$ cat config.mk
export PLATFORM = sky130hd
export DESIGN_NAME = calendar_timestamp_advance_unit
export DESIGN_NICKNAME = d
export VERILOG_FILES = /design/src/sv/cta_pkg.sv /design/src/sv/cta_clock.sv /design/src/sv/cta_date.sv /design/src/sv/calendar_timestamp_advance_unit.sv
export SDC_FILE = /design/constraint.sdc
export NUM_CORES = 1
export LEC_CHECK = 0
export BUFFER_PORTS_ARGS = -buffer_cell sky130_fd_sc_hd__buf_2
export CAP_MARGIN = 25
export CORE_UTILIZATION = 41
export CTS_CLUSTER_SIZE = 14
export DETAILED_ROUTE_END_ITERATION = 8
export PLACE_DENSITY = 0.69
export SLEW_MARGIN = 30
export SYNTH_ARGS = -nofsm -noshare
export SYNTH_HDL_FRONTEND = slang
export SYNTH_SLANG_ARGS = --single-unit
$ cat constraint.sdc
create_clock -name clk_i -period 9.5 [get_ports clk_i]
set_clock_uncertainty 0.15 [all_clocks]
set_input_delay 0 -clock clk_i [delete_from_list [all_inputs] [get_ports clk_i]]
set_output_delay 0 -clock clk_i [all_outputs]
set_load 0.01 [all_outputs]
$ cat src/sv/cta_pkg.sv
// Package for the calendar timestamp advance unit.
// Holds the item structs, field widths, carry limits and the month-length check.
// Used by cta_clock, cta_date and calendar_timestamp_advance_unit.
package cta_pkg;

  // Field widths of the timestamp.
  localparam int unsigned YEAR_WIDTH_DEF   = 12;
  localparam int unsigned YEAR_FIELD_WIDTH = 12;
  localparam int unsigned MONTH_WIDTH      = 4;
  localparam int unsigned DAY_WIDTH        = 5;
  localparam int unsigned HOUR_WIDTH       = 5;
  localparam int unsigned MIN_WIDTH        = 6;
  localparam int unsigned SEC_WIDTH        = 6;
  localparam int unsigned MS_WIDTH         = 10;

  // Carry limits, one bit wider than the field they apply to.
  localparam logic [MS_WIDTH:0]   MS_PER_SEC   = 11'd1000;
  localparam logic [SEC_WIDTH:0]  SEC_PER_MIN  = 7'd60;
  localparam logic [MIN_WIDTH:0]  MIN_PER_HOUR = 7'd60;
  localparam logic [HOUR_WIDTH:0] HOUR_PER_DAY = 6'd24;

  // Month numbers that need special handling.
  localparam logic [MONTH_WIDTH-1:0] MONTH_JAN = 4'd1;
  localparam logic [MONTH_WIDTH-1:0] MONTH_FEB = 4'd2;
  localparam logic [MONTH_WIDTH-1:0] MONTH_DEC = 4'd12;

  // Day written when a month rolls over.
  localparam logic [DAY_WIDTH-1:0] FIRST_DAY = 5'd1;

  // Operation carried by each input item.
  typedef enum logic {
    OP_ADVANCE = 1'b0,
    OP_LOAD    = 1'b1
  } cta_op_e;

  // Input item.
  typedef struct packed {
    cta_op_e                     op;
    logic [MS_WIDTH-1:0]         add_ms;
    logic [YEAR_FIELD_WIDTH-1:0] load_year;
    logic [MONTH_WIDTH-1:0]      load_month;
    logic [DAY_WIDTH-1:0]        load_day;
    logic [HOUR_WIDTH-1:0]       load_hour;
    logic [MIN_WIDTH-1:0]        load_minute;
    logic [SEC_WIDTH-1:0]        load_second;
    logic [MS_WIDTH-1:0]         load_millisecond;
  } cta_in_t;

  // Result item.
  typedef struct packed {
    logic [YEAR_FIELD_WIDTH-1:0] out_year;
    logic [MONTH_WIDTH-1:0]      out_month;
    logic [DAY_WIDTH-1:0]        out_day;
    logic [HOUR_WIDTH-1:0]       out_hour;
    logic [MIN_WIDTH-1:0]        out_minute;
    logic [SEC_WIDTH-1:0]        out_second;
    logic [MS_WIDTH-1:0]         out_millisecond;
  } cta_out_t;

  // Time of day within one day.
  typedef struct packed {
    logic [HOUR_WIDTH-1:0] hour;
    logic [MIN_WIDTH-1:0]  minute;
    logic [SEC_WIDTH-1:0]  second;
    logic [MS_WIDTH-1:0]   millisecond;
  } cta_tod_t;

  // Time of day after an advance, plus the carry into the day count.
  typedef struct packed {
    cta_tod_t tod;
    logic     day_carry;
  } cta_tod_res_t;

  // True when the incremented day lies past the end of the month.
  // Months outside 1 to 12 never end.
  function automatic logic month_ended(input logic                   leap,
                                       input logic [MONTH_WIDTH-1:0] month,
                                       input logic [DAY_WIDTH:0]     day);
    logic [DAY_WIDTH:0] last;
    logic               known;
    last  = 6'd31;
    known = 1'b1;
    unique case (month) inside
      4'd1, 4'd3, 4'd5, 4'd7, 4'd8, 4'd10, 4'd12: last = 6'd31;
      4'd4, 4'd6, 4'd9, 4'd11:                    last = 6'd30;
      MONTH_FEB:                                  last = leap ? 6'd29 : 6'd28;
      default:                                    known = 1'b0;
    endcase
    return known && (day > last);
  endfunction

endpackage

$ cat src/sv/cta_clock.sv
// Time-of-day carry logic of the calendar timestamp advance unit.
// Adds a 10-bit millisecond count with a single carry and ripples the carry up to the day.
// Depends on cta_pkg.
module cta_clock (
  input  cta_pkg::cta_tod_t                  cur_i,
  input  logic [cta_pkg::MS_WIDTH-1:0]       add_ms_i,
  output cta_pkg::cta_tod_res_t              nxt_o
);
  import cta_pkg::*;

  logic [MS_WIDTH:0]   ms_sum;
  logic [MS_WIDTH:0]   ms_wrap;
  logic                ms_carry;
  logic [SEC_WIDTH:0]  sec_inc;
  logic                sec_carry;
  logic [MIN_WIDTH:0]  min_inc;
  logic                min_carry;
  logic [HOUR_WIDTH:0] hour_inc;
  logic                hour_carry;

  // Millisecond add with a single subtract of one second.
  always_comb begin
    ms_sum   = {1'b0, cur_i.millisecond} + {1'b0, add_ms_i};
    ms_carry = (ms_sum >= MS_PER_SEC);
    ms_wrap  = ms_carry ? (ms_sum - MS_PER_SEC) : ms_sum;
  end

  // Each unit carries at its modulus and loses exactly one modulus.
  always_comb begin
    sec_inc    = {1'b0, cur_i.second} + 7'd1;
    sec_carry  = ms_carry && (sec_inc >= SEC_PER_MIN);
    min_inc    = {1'b0, cur_i.minute} + 7'd1;
    min_carry  = sec_carry && (min_inc >= MIN_PER_HOUR);
    hour_inc   = {1'b0, cur_i.hour} + 6'd1;
    hour_carry = min_carry && (hour_inc >= HOUR_PER_DAY);
  end

  // Select the new value of each unit.
  always_comb begin
    nxt_o.tod.millisecond = ms_wrap[MS_WIDTH-1:0];

    if (!ms_carry) begin
      nxt_o.tod.second = cur_i.second;
    end else if (sec_carry) begin
      nxt_o.tod.second = SEC_WIDTH'(sec_inc - SEC_PER_MIN);
    end else begin
      nxt_o.tod.second = sec_inc[SEC_WIDTH-1:0];
    end

    if (!sec_carry) begin
      nxt_o.tod.minute = cur_i.minute;
    end else if (min_carry) begin
      nxt_o.tod.minute = MIN_WIDTH'(min_inc - MIN_PER_HOUR);
    end else begin
      nxt_o.tod.minute = min_inc[MIN_WIDTH-1:0];
    end

    if (!min_carry) begin
      nxt_o.tod.hour = cur_i.hour;
    end else if (hour_carry) begin
      nxt_o.tod.hour = HOUR_WIDTH'(hour_inc - HOUR_PER_DAY);
    end else begin
      nxt_o.tod.hour = hour_inc[HOUR_WIDTH-1:0];
    end

    nxt_o.day_carry = hour_carry;
  end

endmodule

$ cat src/sv/cta_date.sv
// Date carry logic of the calendar timestamp advance unit.
// Steps day, month and year on a carry out of the time of day.
// Depends on cta_pkg.
module cta_date #(
  parameter int unsigned YEAR_WIDTH = cta_pkg::YEAR_WIDTH_DEF
) (
  input  logic [YEAR_WIDTH-1:0]             year_i,
  input  logic [cta_pkg::MONTH_WIDTH-1:0]   month_i,
  input  logic [cta_pkg::DAY_WIDTH-1:0]     day_i,
  input  logic                              day_carry_i,
  output logic [YEAR_WIDTH-1:0]             year_o,
  output logic [cta_pkg::MONTH_WIDTH-1:0]   month_o,
  output logic [cta_pkg::DAY_WIDTH-1:0]     day_o
);
  import cta_pkg::*;

  logic [DAY_WIDTH:0] day_inc;
  logic               leap;
  logic               ended;
  logic               year_end;

  // Month length check on the incremented day.
  always_comb begin
    day_inc  = {1'b0, day_i} + 6'd1;
    leap     = (year_i[1:0] == 2'b00);
    ended    = day_carry_i && month_ended(leap, month_i, day_inc);
    year_end = ended && (month_i == MONTH_DEC);
  end

  // New date. A day past 31 in a month that never ends wraps at five bits.
  always_comb begin
    year_o  = year_i;
    month_o = month_i;
    day_o   = day_i;
    if (year_end) begin
      day_o   = FIRST_DAY;
      month_o = MONTH_JAN;
      year_o  = year_i + YEAR_WIDTH'(1);
    end else if (ended) begin
      day_o   = FIRST_DAY;
      month_o = month_i + MONTH_WIDTH'(1);
    end else if (day_carry_i) begin
      day_o   = day_inc[DAY_WIDTH-1:0];
    end
  end

endmodule

$ cat src/sv/calendar_timestamp_advance_unit.sv
// Top level of the calendar timestamp advance unit.
// Holds the input register, the timestamp state and the result register.
// Depends on cta_pkg, cta_clock and cta_date.
//
// The unit keeps a calendar timestamp and, for each input item, either loads
// a whole new timestamp or advances the current one by 0 to 1023 ms, carrying
// through seconds, minutes, hours, days, months and years (February has 29
// days when the year is divisible by 4). Every item yields one result item,
// the timestamp after that step. An item is registered on entry and its
// result is registered on exit, with a stall possible between the two, and
// one item is taken per cycle while the output is not stalled; the rate is
// set by the combinational carry path between the input register and the
// timestamp state. The year is kept YEAR_WIDTH bits wide and wraps there;
// the year field of a result carries its low 12 bits.
// After reset the timestamp is all zeros.
module calendar_timestamp_advance_unit #(
  parameter int unsigned YEAR_WIDTH = cta_pkg::YEAR_WIDTH_DEF
) (
  input  logic              clk_i,
  input  logic              rst_ni,
  input  logic              in_valid_i,
  output logic              in_stall_o,
  input  cta_pkg::cta_in_t  in_data_i,
  output logic              out_valid_o,
  input  logic              out_stall_i,
  output cta_pkg::cta_out_t out_data_o
);
  import cta_pkg::*;

  // Handshake and pipeline control.
  logic     in_vld_q, in_vld_d;
  logic     out_vld_q, out_vld_d;
  logic     out_free;
  logic     step;
  logic     in_acc;
  cta_in_t  in_q;
  cta_out_t out_q, out_d;

  // Timestamp state.
  logic [YEAR_WIDTH-1:0]  year_q, year_d;
  logic [MONTH_WIDTH-1:0] month_q, month_d;
  logic [DAY_WIDTH-1:0]   day_q, day_d;
  cta_tod_t               tod_q, tod_d;

  // Advance results.
  cta_tod_res_t           clk_nxt;
  logic [YEAR_WIDTH-1:0]  adv_year;
  logic [MONTH_WIDTH-1:0] adv_month;
  logic [DAY_WIDTH-1:0]   adv_day;

  // The output stage takes a new item when empty or being drained.
  always_comb begin
    out_free   = !out_vld_q || !out_stall_i;
    step       = in_vld_q && out_free;
    in_stall_o = in_vld_q && !out_free;
    in_acc     = in_valid_i && !in_stall_o;
  end

  // Valid bits of the input and output registers.
  always_comb begin
    in_vld_d = in_vld_q;
    if (in_acc) begin
      in_vld_d = 1'b1;
    end else if (step) begin
      in_vld_d = 1'b0;
    end
    out_vld_d = out_vld_q;
    if (step) begin
      out_vld_d = 1'b1;
    end else if (!out_stall_i) begin
      out_vld_d = 1'b0;
    end
  end

  always_ff @(posedge clk_i or negedge rst_ni) begin
    if (!rst_ni) begin
      in_vld_q  <= 1'b0;
      out_vld_q <= 1'b0;
    end else begin
      in_vld_q  <= in_vld_d;
      out_vld_q <= out_vld_d;
    end
  end

  // Input item register.
  always_ff @(posedge clk_i) begin
    if (in_acc) begin
      in_q <= in_data_i;
    end
  end

  // Time-of-day carry chain.
  cta_clock u_clock (
    .cur_i    (tod_q),
    .add_ms_i (in_q.add_ms),
    .nxt_o    (clk_nxt)
  );

  // Day, month and year carry.
  cta_date #(
    .YEAR_WIDTH (YEAR_WIDTH)
  ) u_date (
    .year_i      (year_q),
    .month_i     (month_q),
    .day_i       (day_q),
    .day_carry_i (clk_nxt.day_carry),
    .year_o      (adv_year),
    .month_o     (adv_month),
    .day_o       (adv_day)
  );

  // Next timestamp: either the loaded fields or the advanced one.
  always_comb begin
    if (in_q.op == OP_LOAD) begin
      year_d            = YEAR_WIDTH'(in_q.load_year);
      month_d           = in_q.load_month;
      day_d             = in_q.load_day;
      tod_d.hour        = in_q.load_hour;
      tod_d.minute      = in_q.load_minute;
      tod_d.second      = in_q.load_second;
      tod_d.millisecond = in_q.load_millisecond;
    end else begin
      year_d  = adv_year;
      month_d = adv_month;
      day_d   = adv_day;
      tod_d   = clk_nxt.tod;
    end
  end

  // The result item is the timestamp after the step.
  always_comb begin
    out_d.out_year        = YEAR_FIELD_WIDTH'(year_d);
    out_d.out_month       = month_d;
    out_d.out_day         = day_d;
    out_d.out_hour        = tod_d.hour;
    out_d.out_minute      = tod_d.minute;
    out_d.out_second      = tod_d.second;
    out_d.out_millisecond = tod_d.millisecond;
  end

  // Timestamp state, updated once per item.
  always_ff @(posedge clk_i or negedge rst_ni) begin
    if (!rst_ni) begin
      year_q  <= '0;
      month_q <= '0;
      day_q   <= '0;
      tod_q   <= '0;
    end else if (step) begin
      year_q  <= year_d;
      month_q <= month_d;
      day_q   <= day_d;
      tod_q   <= tod_d;
    end
  end

  // Result register.
  always_ff @(posedge clk_i) begin
    if (step) begin
      out_q <= out_d;
    end
  end

  assign out_valid_o = out_vld_q;
  assign out_data_o  = out_q;

  // A fresh result matches the updated timestamp state in year, month, day and millisecond.
  a_result_matches_state : assert property (@(posedge clk_i) disable iff (!rst_ni)
    step |=> (out_data_o.out_year == YEAR_FIELD_WIDTH'(year_q)) &&
             (out_data_o.out_month == month_q) && (out_data_o.out_day == day_q) &&
             (out_data_o.out_millisecond == tod_q.millisecond))
    else $error("result item differs from the timestamp state");

  // A load item shows its own millisecond and second fields in the result.
  a_load_passes : assert property (@(posedge clk_i) disable iff (!rst_ni)
    (step && (in_q.op == OP_LOAD)) |=>
      (out_data_o.out_millisecond == $past(in_q.load_millisecond)) &&
      (out_data_o.out_second == $past(in_q.load_second)))
    else $error("loaded item not reflected in the result");

  // The input side stalls only behind a full, stalled output stage.
  a_stall_cause : assert property (@(posedge clk_i) disable iff (!rst_ni)
    in_stall_o |-> (in_vld_q && out_vld_q && out_stall_i))
    else $error("input stalled without a blocked output");

endmodule
---- Word-level counts from Yosys, hierarchy flattened ----
Index checks and enable logic that the tools add are counted.
storage, ports and cells
  flip-flop bits (word level) ............. 157
  latch bits .............................. 0
  bits in writable memories ............... 0
  bits in read-only memories .............. 0
  input port bits ......................... 63
  word-level logic and storage cells ...... 96
  memories ................................ 0
operators by class
  add/subtract/negate cells ............... 11
  multiply operators ...................... 0
  divide/modulo/power cells ............... 0
  $lt $le $gt $ge ......................... 5
  eq/ne operators ......................... 13
  shift operators ......................... 0
  mux-type cells .......................... 24
  bitwise logic cells ..................... 0
  reduce and logical (&&, ||, !) cells .... 18
operators with widths
  kind                                                                                    number
  5-bit 2-to-1 mux                                                                        6
  27-bit 2-to-1 mux                                                                       1
  12-bit 2-to-1 mux                                                                       2
  6-bit 2-to-1 mux                                                                        4
  4-bit == test (second input constant)                                                   5
  4-bit by 3-bit == test with 1-bit output (second input constant)                        4
  6-bit by 1-bit adder with 7-bit output (second input constant)                          2
  7-bit by 6-bit greater-or-equal comparator with 1-bit output (second input constant)    2
  12-bit by 1-bit adder with 12-bit output (second input constant)                        1
  5-bit by 1-bit adder with 6-bit output (second input constant)                          2
  4-bit 2-to-1 mux                                                                        3
  6-bit case mux with 2 select lines                                                      1
  12-bit OR reduction                                                                     1
  6-bit subtractor (second input constant)                                                2
  10-bit by 10-bit adder with 11-bit output                                               1
  11-bit by 10-bit greater-or-equal comparator with 1-bit output (second input constant)  1
  10-bit 2-to-1 mux                                                                       1
  10-bit subtractor (second input constant)                                               1
  1-bit logical AND                                                                       9
  4-bit by 2-bit == test with 1-bit output (second input constant)                        2
  6-bit by 5-bit greater-or-equal comparator with 1-bit output (second input constant)    1
  6-bit greater-than comparator                                                           1
  1-bit 2-to-1 mux                                                                        6
  5-bit subtractor (second input constant)                                                1
  other kinds (8)                                                                         11

---- Depth between registers and ports, before layout ----
  depth in word-level cells ............... 9
  depth in mapped cells ................... 14

---- By module ----
Synthesis repeated with hierarchy kept, for this count alone.
second synthesis, totals
  cell total of the unflattened synthesis .. 545
  area total of the unflattened synthesis .. 7753.7 um^2
modules (own cells, without submodules)
  module                           times used  cells each  area each (um^2)  sequential area each (um^2)
  calendar_timestamp_advance_unit  1           269         5734.2            4464.3
  cta_clock                        1           180         1350.0            0.0
  cta_date                         1           96          669.4             0.0

---- Least setup slack after synthesis ----
OpenSTA, ideal clock, no wires.
  path type ............................... register -> register
  from .................................... register in_q[48] in the netlist's numbering
  to ...................................... register out_q (netlist bit out_data_o[42]) (data pin)
  setup time .............................. 270 ps
  arrival time ............................ 3320 ps
  path slack .............................. 5760 ps
  cell stages (with the launch flop) ...... 14
  path buffers ............................ 1
  period minus slack after synthesis ...... 3740 ps
  cell sequence ........................... edfxtp_1 > ha_1 > fa_1 > a211oi_2 > nor2_1 > xor2_1 > inv_1 > ha_1 > o31a_1 > or4_4 > buf_6 > a2111oi_4 > xnor2_1 > a21oi_1
between the ends
  word-level cells in the longest chain between the ends .. 9
RTL lines
  what                                                            line                                    RTL
  start: declaration                                              calendar_timestamp_advance_unit.sv:36   cta_in_t in_q;
  start signal: assignment                                        calendar_timestamp_advance_unit.sv:88   in_q <= in_data_i;
  10-bit by 10-bit adder with 11-bit output                       cta_clock.sv:23                         ms_sum = {1'b0, cur_i.millisecond} + {1'b0, add_ms_i};
  11-bit by 10-bit greater-or-equal comparator with 1-bit output  cta_clock.sv:24                         ms_carry = (ms_sum >= MS_PER_SEC);
  1-bit logical AND                                               cta_clock.sv:31                         sec_carry = ms_carry && (sec_inc >= SEC_PER_MIN);
  1-bit logical AND                                               cta_clock.sv:33                         min_carry = sec_carry && (min_inc >= MIN_PER_HOUR);
  1-bit logical AND                                               cta_clock.sv:35                         hour_carry = min_carry && (hour_inc >= HOUR_PER_DAY);
  1-bit logical AND                                               cta_date.sv:26                          ended = day_carry_i && month_ended(leap, month_i, day_inc);
  1-bit logical AND                                               cta_date.sv:27                          year_end = ended && (month_i == MONTH_DEC);
  12-bit 2-to-1 mux                                               cta_date.sv:35                          if (year_end) begin
  12-bit 2-to-1 mux                                               calendar_timestamp_advance_unit.sv:114  if (in_q.op == OP_LOAD) begin
  named net year_d[6]                                             calendar_timestamp_advance_unit.sv:40   logic [YEAR_WIDTH-1:0] year_q, year_d;
  end signal: assignment                                          calendar_timestamp_advance_unit.sv:159  out_q <= out_d;
  end: declaration                                                calendar_timestamp_advance_unit.sv:37   cta_out_t out_q, out_d;
The timed path passes the listed nets, and every way through them passes these cells.
A chain may end at the register's enable or synchronous reset.

---- Worst setup path after layout ----
  from .................................... register month_q[0]
  to ...................................... register out_q (netlist bit out_data_o[33]) (data pin)
between the ends
  word-level cells in the longest chain between the ends .. 9
RTL lines
  what                                                                              line                                    RTL
  start: declaration                                                                calendar_timestamp_advance_unit.sv:41   logic [MONTH_WIDTH-1:0] month_q, month_d;
  start signal: assignment                                                          calendar_timestamp_advance_unit.sv:150  month_q <= month_d;
  4-bit == test / 4-bit by 3-bit == test with 1-bit output (equally long branches)  cta_date.sv:26
  4-bit OR reduction                                                                cta_pkg.sv:83                           unique case (month) inside
  6-bit case mux with 2 select lines                                                cta_pkg.sv:83
  6-bit greater-than comparator                                                     cta_pkg.sv:89                           return known && (day > last);
  1-bit logical AND                                                                 cta_pkg.sv:89
  1-bit logical AND                                                                 cta_date.sv:26
  4-bit 2-to-1 mux / 1-bit logical AND (equally long branches)                      cta_date.sv:39, cta_date.sv:27
  4-bit 2-to-1 mux (*)                                                              cta_date.sv:35
  4-bit 2-to-1 mux (*)                                                              calendar_timestamp_advance_unit.sv:114
  named net month_d[1]                                                              calendar_timestamp_advance_unit.sv:41
The timed path passes the listed nets; every way through them passes the cells marked *.

==> results.txt <==
----------------------------------------------------
[Global route]
  Global Route Usage Sum ... between 20% and 30%
  Grt total ovfl ... 0
  Number of antenna violations at the first check in global routing ... 0
  Vias in the first global route ... roughly 6.8k
  Maximum number of pins on one net before global-route repair ... between 80 and 90
  Wire length of the first global-routing pass ... roughly 35,000 um

[Detailed routing]
  DRC violations left ... 0
  DRT Wirelength ... ~22,000 um
  Routed length per instance ... 17.22 um
  Via-per-instance ratio ... between 5 and 6
  Antenna violation net count after detailed routing ... 0
  Vias after detailed routing ... approximately 7.1k
  First DRT Iteration DRCs ... 548
  Pre-antenna DRT Iters ... 5

[STA]
  Final setup violation count ... 0
  Post-Route Setup TNS ... 0 ns
  Setup repair after global routing missed its margin ... no
  Final Slew Violations ... 0
  Minimum period implied by the final worst setup slack ... 4.372 ns
  Final worst-path cycle share ... between 40% and 50%
  Worst slew pin tran ... ~0.94 ns
  Fmax achieved ... 0.2288 GHz
  Final count of hold timing violations ... 0
  Worst slew slack as a fraction of its limit ... a little under two fifths

[Synthesis]
  Synthesized cell area ... just under 9000 um2
  Cell count after synthesis ... roughly 800
  Leading post-synthesis cells by cell area ... sky130_fd_sc_hd__edfxtp_1 (37%), sky130_fd_sc_hd__dfrtp_1 (14%), sky130_fd_sc_hd__ha_1 (4.0%)
  Number of synthesis warnings ... 0
  Main combinational cell family by area after synthesis ... compound AO/OA/AOI/OAI gates
  Main synth FF type ... sky130_fd_sc_hd__edfxtp_1
  Share of the synthesized area in the top cell type ... 36.74%
  Area share of and/or/nand/nor cells after synthesis ... ~15%
  Count of distinct cell types in the synthesized netlist ... 82
  Portion of netlist area occupied by mux cells ... 3.863%
  Proportion of register bits with asynchronous set or reset after synthesis ... 31.85%
  Mean instance size in the synthesized netlist ... between 10 and 15 um2
  Number of enable-type register cells in the synthesized netlist ... around 110
  Net count after synthesis ... 911
  Share of synthesized area occupied by flip-flops and latches ... between 50% and 60%
  Flop and latch count out of synthesis ... 157
  Fraction of the mapped netlist area in adder cells ... under 10%
  Parity-gate share of the synthesized area counting xor and xnor cells ... around 2.4%
  Synth Area in Compound Gates ... 19.83%
  Post-synth top area cell ... sky130_fd_sc_hd__edfxtp_1

[Flow run]
  MaxCap Viol Count ... 0

[Clocking]
  # H-tree levels ... 4
  Hold buffer count at cts ... 63
  CTS tree ... yes
  Number of sinks handled by clock tree synthesis ... 157
  Clock network latency to the later pin of the worst-skew pair ... 0.43 ns
  Clk root buf ... sky130_fd_sc_hd__clkbuf_16
  CTS buffer count ... 17
  Number of cells upsized or downsized after cts ... 0
  Register clock-pin slew on the reported worst setup and hold paths ... approximately 0.07 ns
  Post-CTS Repair Setup Buffers ... 0
  CTS max path bufs ... 2

[Worst setup path]
  Buffers and inverters on the worst path ... 1
  Critical Path Source Type ... register
  Worst path arrival time ... about 4.5 ns
  Top cell family by delay on the critical path ... compound AO/OA/AOI/OAI gates
  Register-to-register setup slack ... around 5.1 ns
  Type of the worst setup path ... register to register
  Delay of the slowest critical-path stage ... 0.59 ns
  Critical Path, Cell by Cell ... inv_1 > ha_1 > o21ai_0 > a21oi_1 > a21oi_1 > ha_1 > nand2_1 > o211ai_1 > maj3_1 > nor2_1 > nand2_1 > a211oi_4 > mux2_2 > o21ai_1
  Maximum fanout count along the critical path ... 12
  WP data required ... between 9 and 10 ns
  Kind of capture point of the worst setup path ... register
  Critical-path cell with the highest stage delay ... sky130_fd_sc_hd__a211oi_4

[Finish]
  Highest-count cells in the layout ignoring fill and taps ... sky130_fd_sc_hd__buf_2 (113), sky130_fd_sc_hd__edfxtp_1 (107), sky130_fd_sc_hd__nand2_1 (81)
  Layout fillers ... a little under 2k
  Final core area utilization ... about half
  Count of antenna diodes in the layout ... 0
  Share of post-route cells with drive strength above 1 ... 19.21%
  Area Overhead vs Synth ... 22.79%
  NumNets Final ... around 1.1k
  Leading cell type in the layout, fill and taps excluded ... sky130_fd_sc_hd__buf_2

[Run status]
  Result of the run ... completed

[Floorplan]
  Number of top-level pins ... approximately 110
  Area of the core region ... 20,960 um2
  Total Die Area ... around 22,000 um2
  Die H ... roughly 150 um
  Width of the die ... 148.0 um
  Std cell rows ... between 50 and 60
  Initial standard-cell utilization of the core ... 41.73%

[Power and ir drop]
  VDD IR max ... roughly 130 uV
  Pleak ... approximately 4 nW
  Total power consumption of the routed design ... roughly 2.5 mW
  Total power divided by cell area ... about 240 nW/um2

[Placement]
  Routability congestion estimate ... between 0.8 and 0.9
  Detailed placement HPWL ... between 10,000 and 15,000 um
  # port buffers ... about 110

[Min path]
  Worst hold-check path type ... input pin to async pin

----------------------------------------------------
final timing paths:
check,start,to,cells past startpoint
max,month_q[0],out_data_o[33],14
min,rst_ni,tod_q[0],3
max reg2reg,month_q[0],out_data_o[33],14
min reg2reg,tod_q[9],tod_q[9],2
max in group asynchronous,rst_ni,month_q[2],3
min in group clk_i,in_data_i[45],in_q[45],2
worst reg2reg max path, delay by kind of cell (launching register included):
family	cells	cell delay, ns
flip-flops	1	0.44
buffers and inverters	1	0.14
AND/OR/NAND/NOR	3	1.02
multiplexers	1	0.40
AO/OA/AOI/OAI	6	1.19
adder cells (fa/ha/maj)	3	0.88
cells by family (layout without fill, tap and decap cells):
family / count (synthesis) / count (layout)
AO/OA/AOI/OAI: 226 / 226
XOR/XNOR: 24 / 24
adder cells (fa/ha/maj): 30 / 30
buffers and inverters: 78 / 243
flip-flops: 157 / 157
multiplexers: 32 / 32
AND/OR/NAND/NOR: 272 / 272
report_power, final:
group / switching (mW) / total, mW / internal [mW]
Sequential: 0.116 / 0.981 / 0.865
Clock: 0.276 / 0.662 / 0.386
Combinational: 0.534 / 0.904 / 0.369
sequential cells by signal (all words and copies together), names as in the netlist:
name / count
in_q: 59
out_data_o: 48
tod_q: 27
year_q: 12
day_q: 5
month_q: 4
in_vld_q: 1
out_valid_o: 1
through the flow:
step	instances	hold slack [ns]	setup WS [ns]	area [um2]
6_report	1259	0.1239	5.128	10740
5_1_grt	1259	0.1106	4.743	10740
4_1_cts	1257	0.09912	5.088	10700
3_5_place_dp	1162	0.02809	5.126	9508
3_3_place_gp	1162	0.02665	5.242	9508
2_1_floorplan	819	-0.4456	5.760	8745
per-layer routing:
metal | GRT usage [%] | share of wire (%) | routed length (um)
met3 | 3.704 | 4.1 | 884
met2 | 34.48 | 49 | 10670
met1 | 26.24 | 45 | 9747
met4 | 6.753 | 1.8 | 383
met5 | 0 | 0 | 0
area by class of cell:
class | count | area, um2 | area share, %
flip-flops and latches | 157 | 4464 | 41.58
inverters | 25 | 95.09 | 0.8856
well taps | 275 | 344.1 | 3.204
repair buffers | 186 | 1291 | 12.03
multi-input cells | 584 | 3980 | 37.07
clock inverters | 11 | 122.6 | 1.142
clock buffers | 21 | 440.4 | 4.102
cells in the mapped netlist, drive strengths merged (9+ instances only):
cell,n
a211oi,14
a21oi,35
and3,13
clkbuf,45
dfrtp,50
edfxtp,107
ha,28
inv,24
mux2,14
mux2i,18
nand2,81
nand2b,9
nand3,39
nor2,60
nor3,25
o211ai,18
o21ai,48
xnor2,15
xor2,9
No activity file was read; power rests on OpenSTA's default activity.
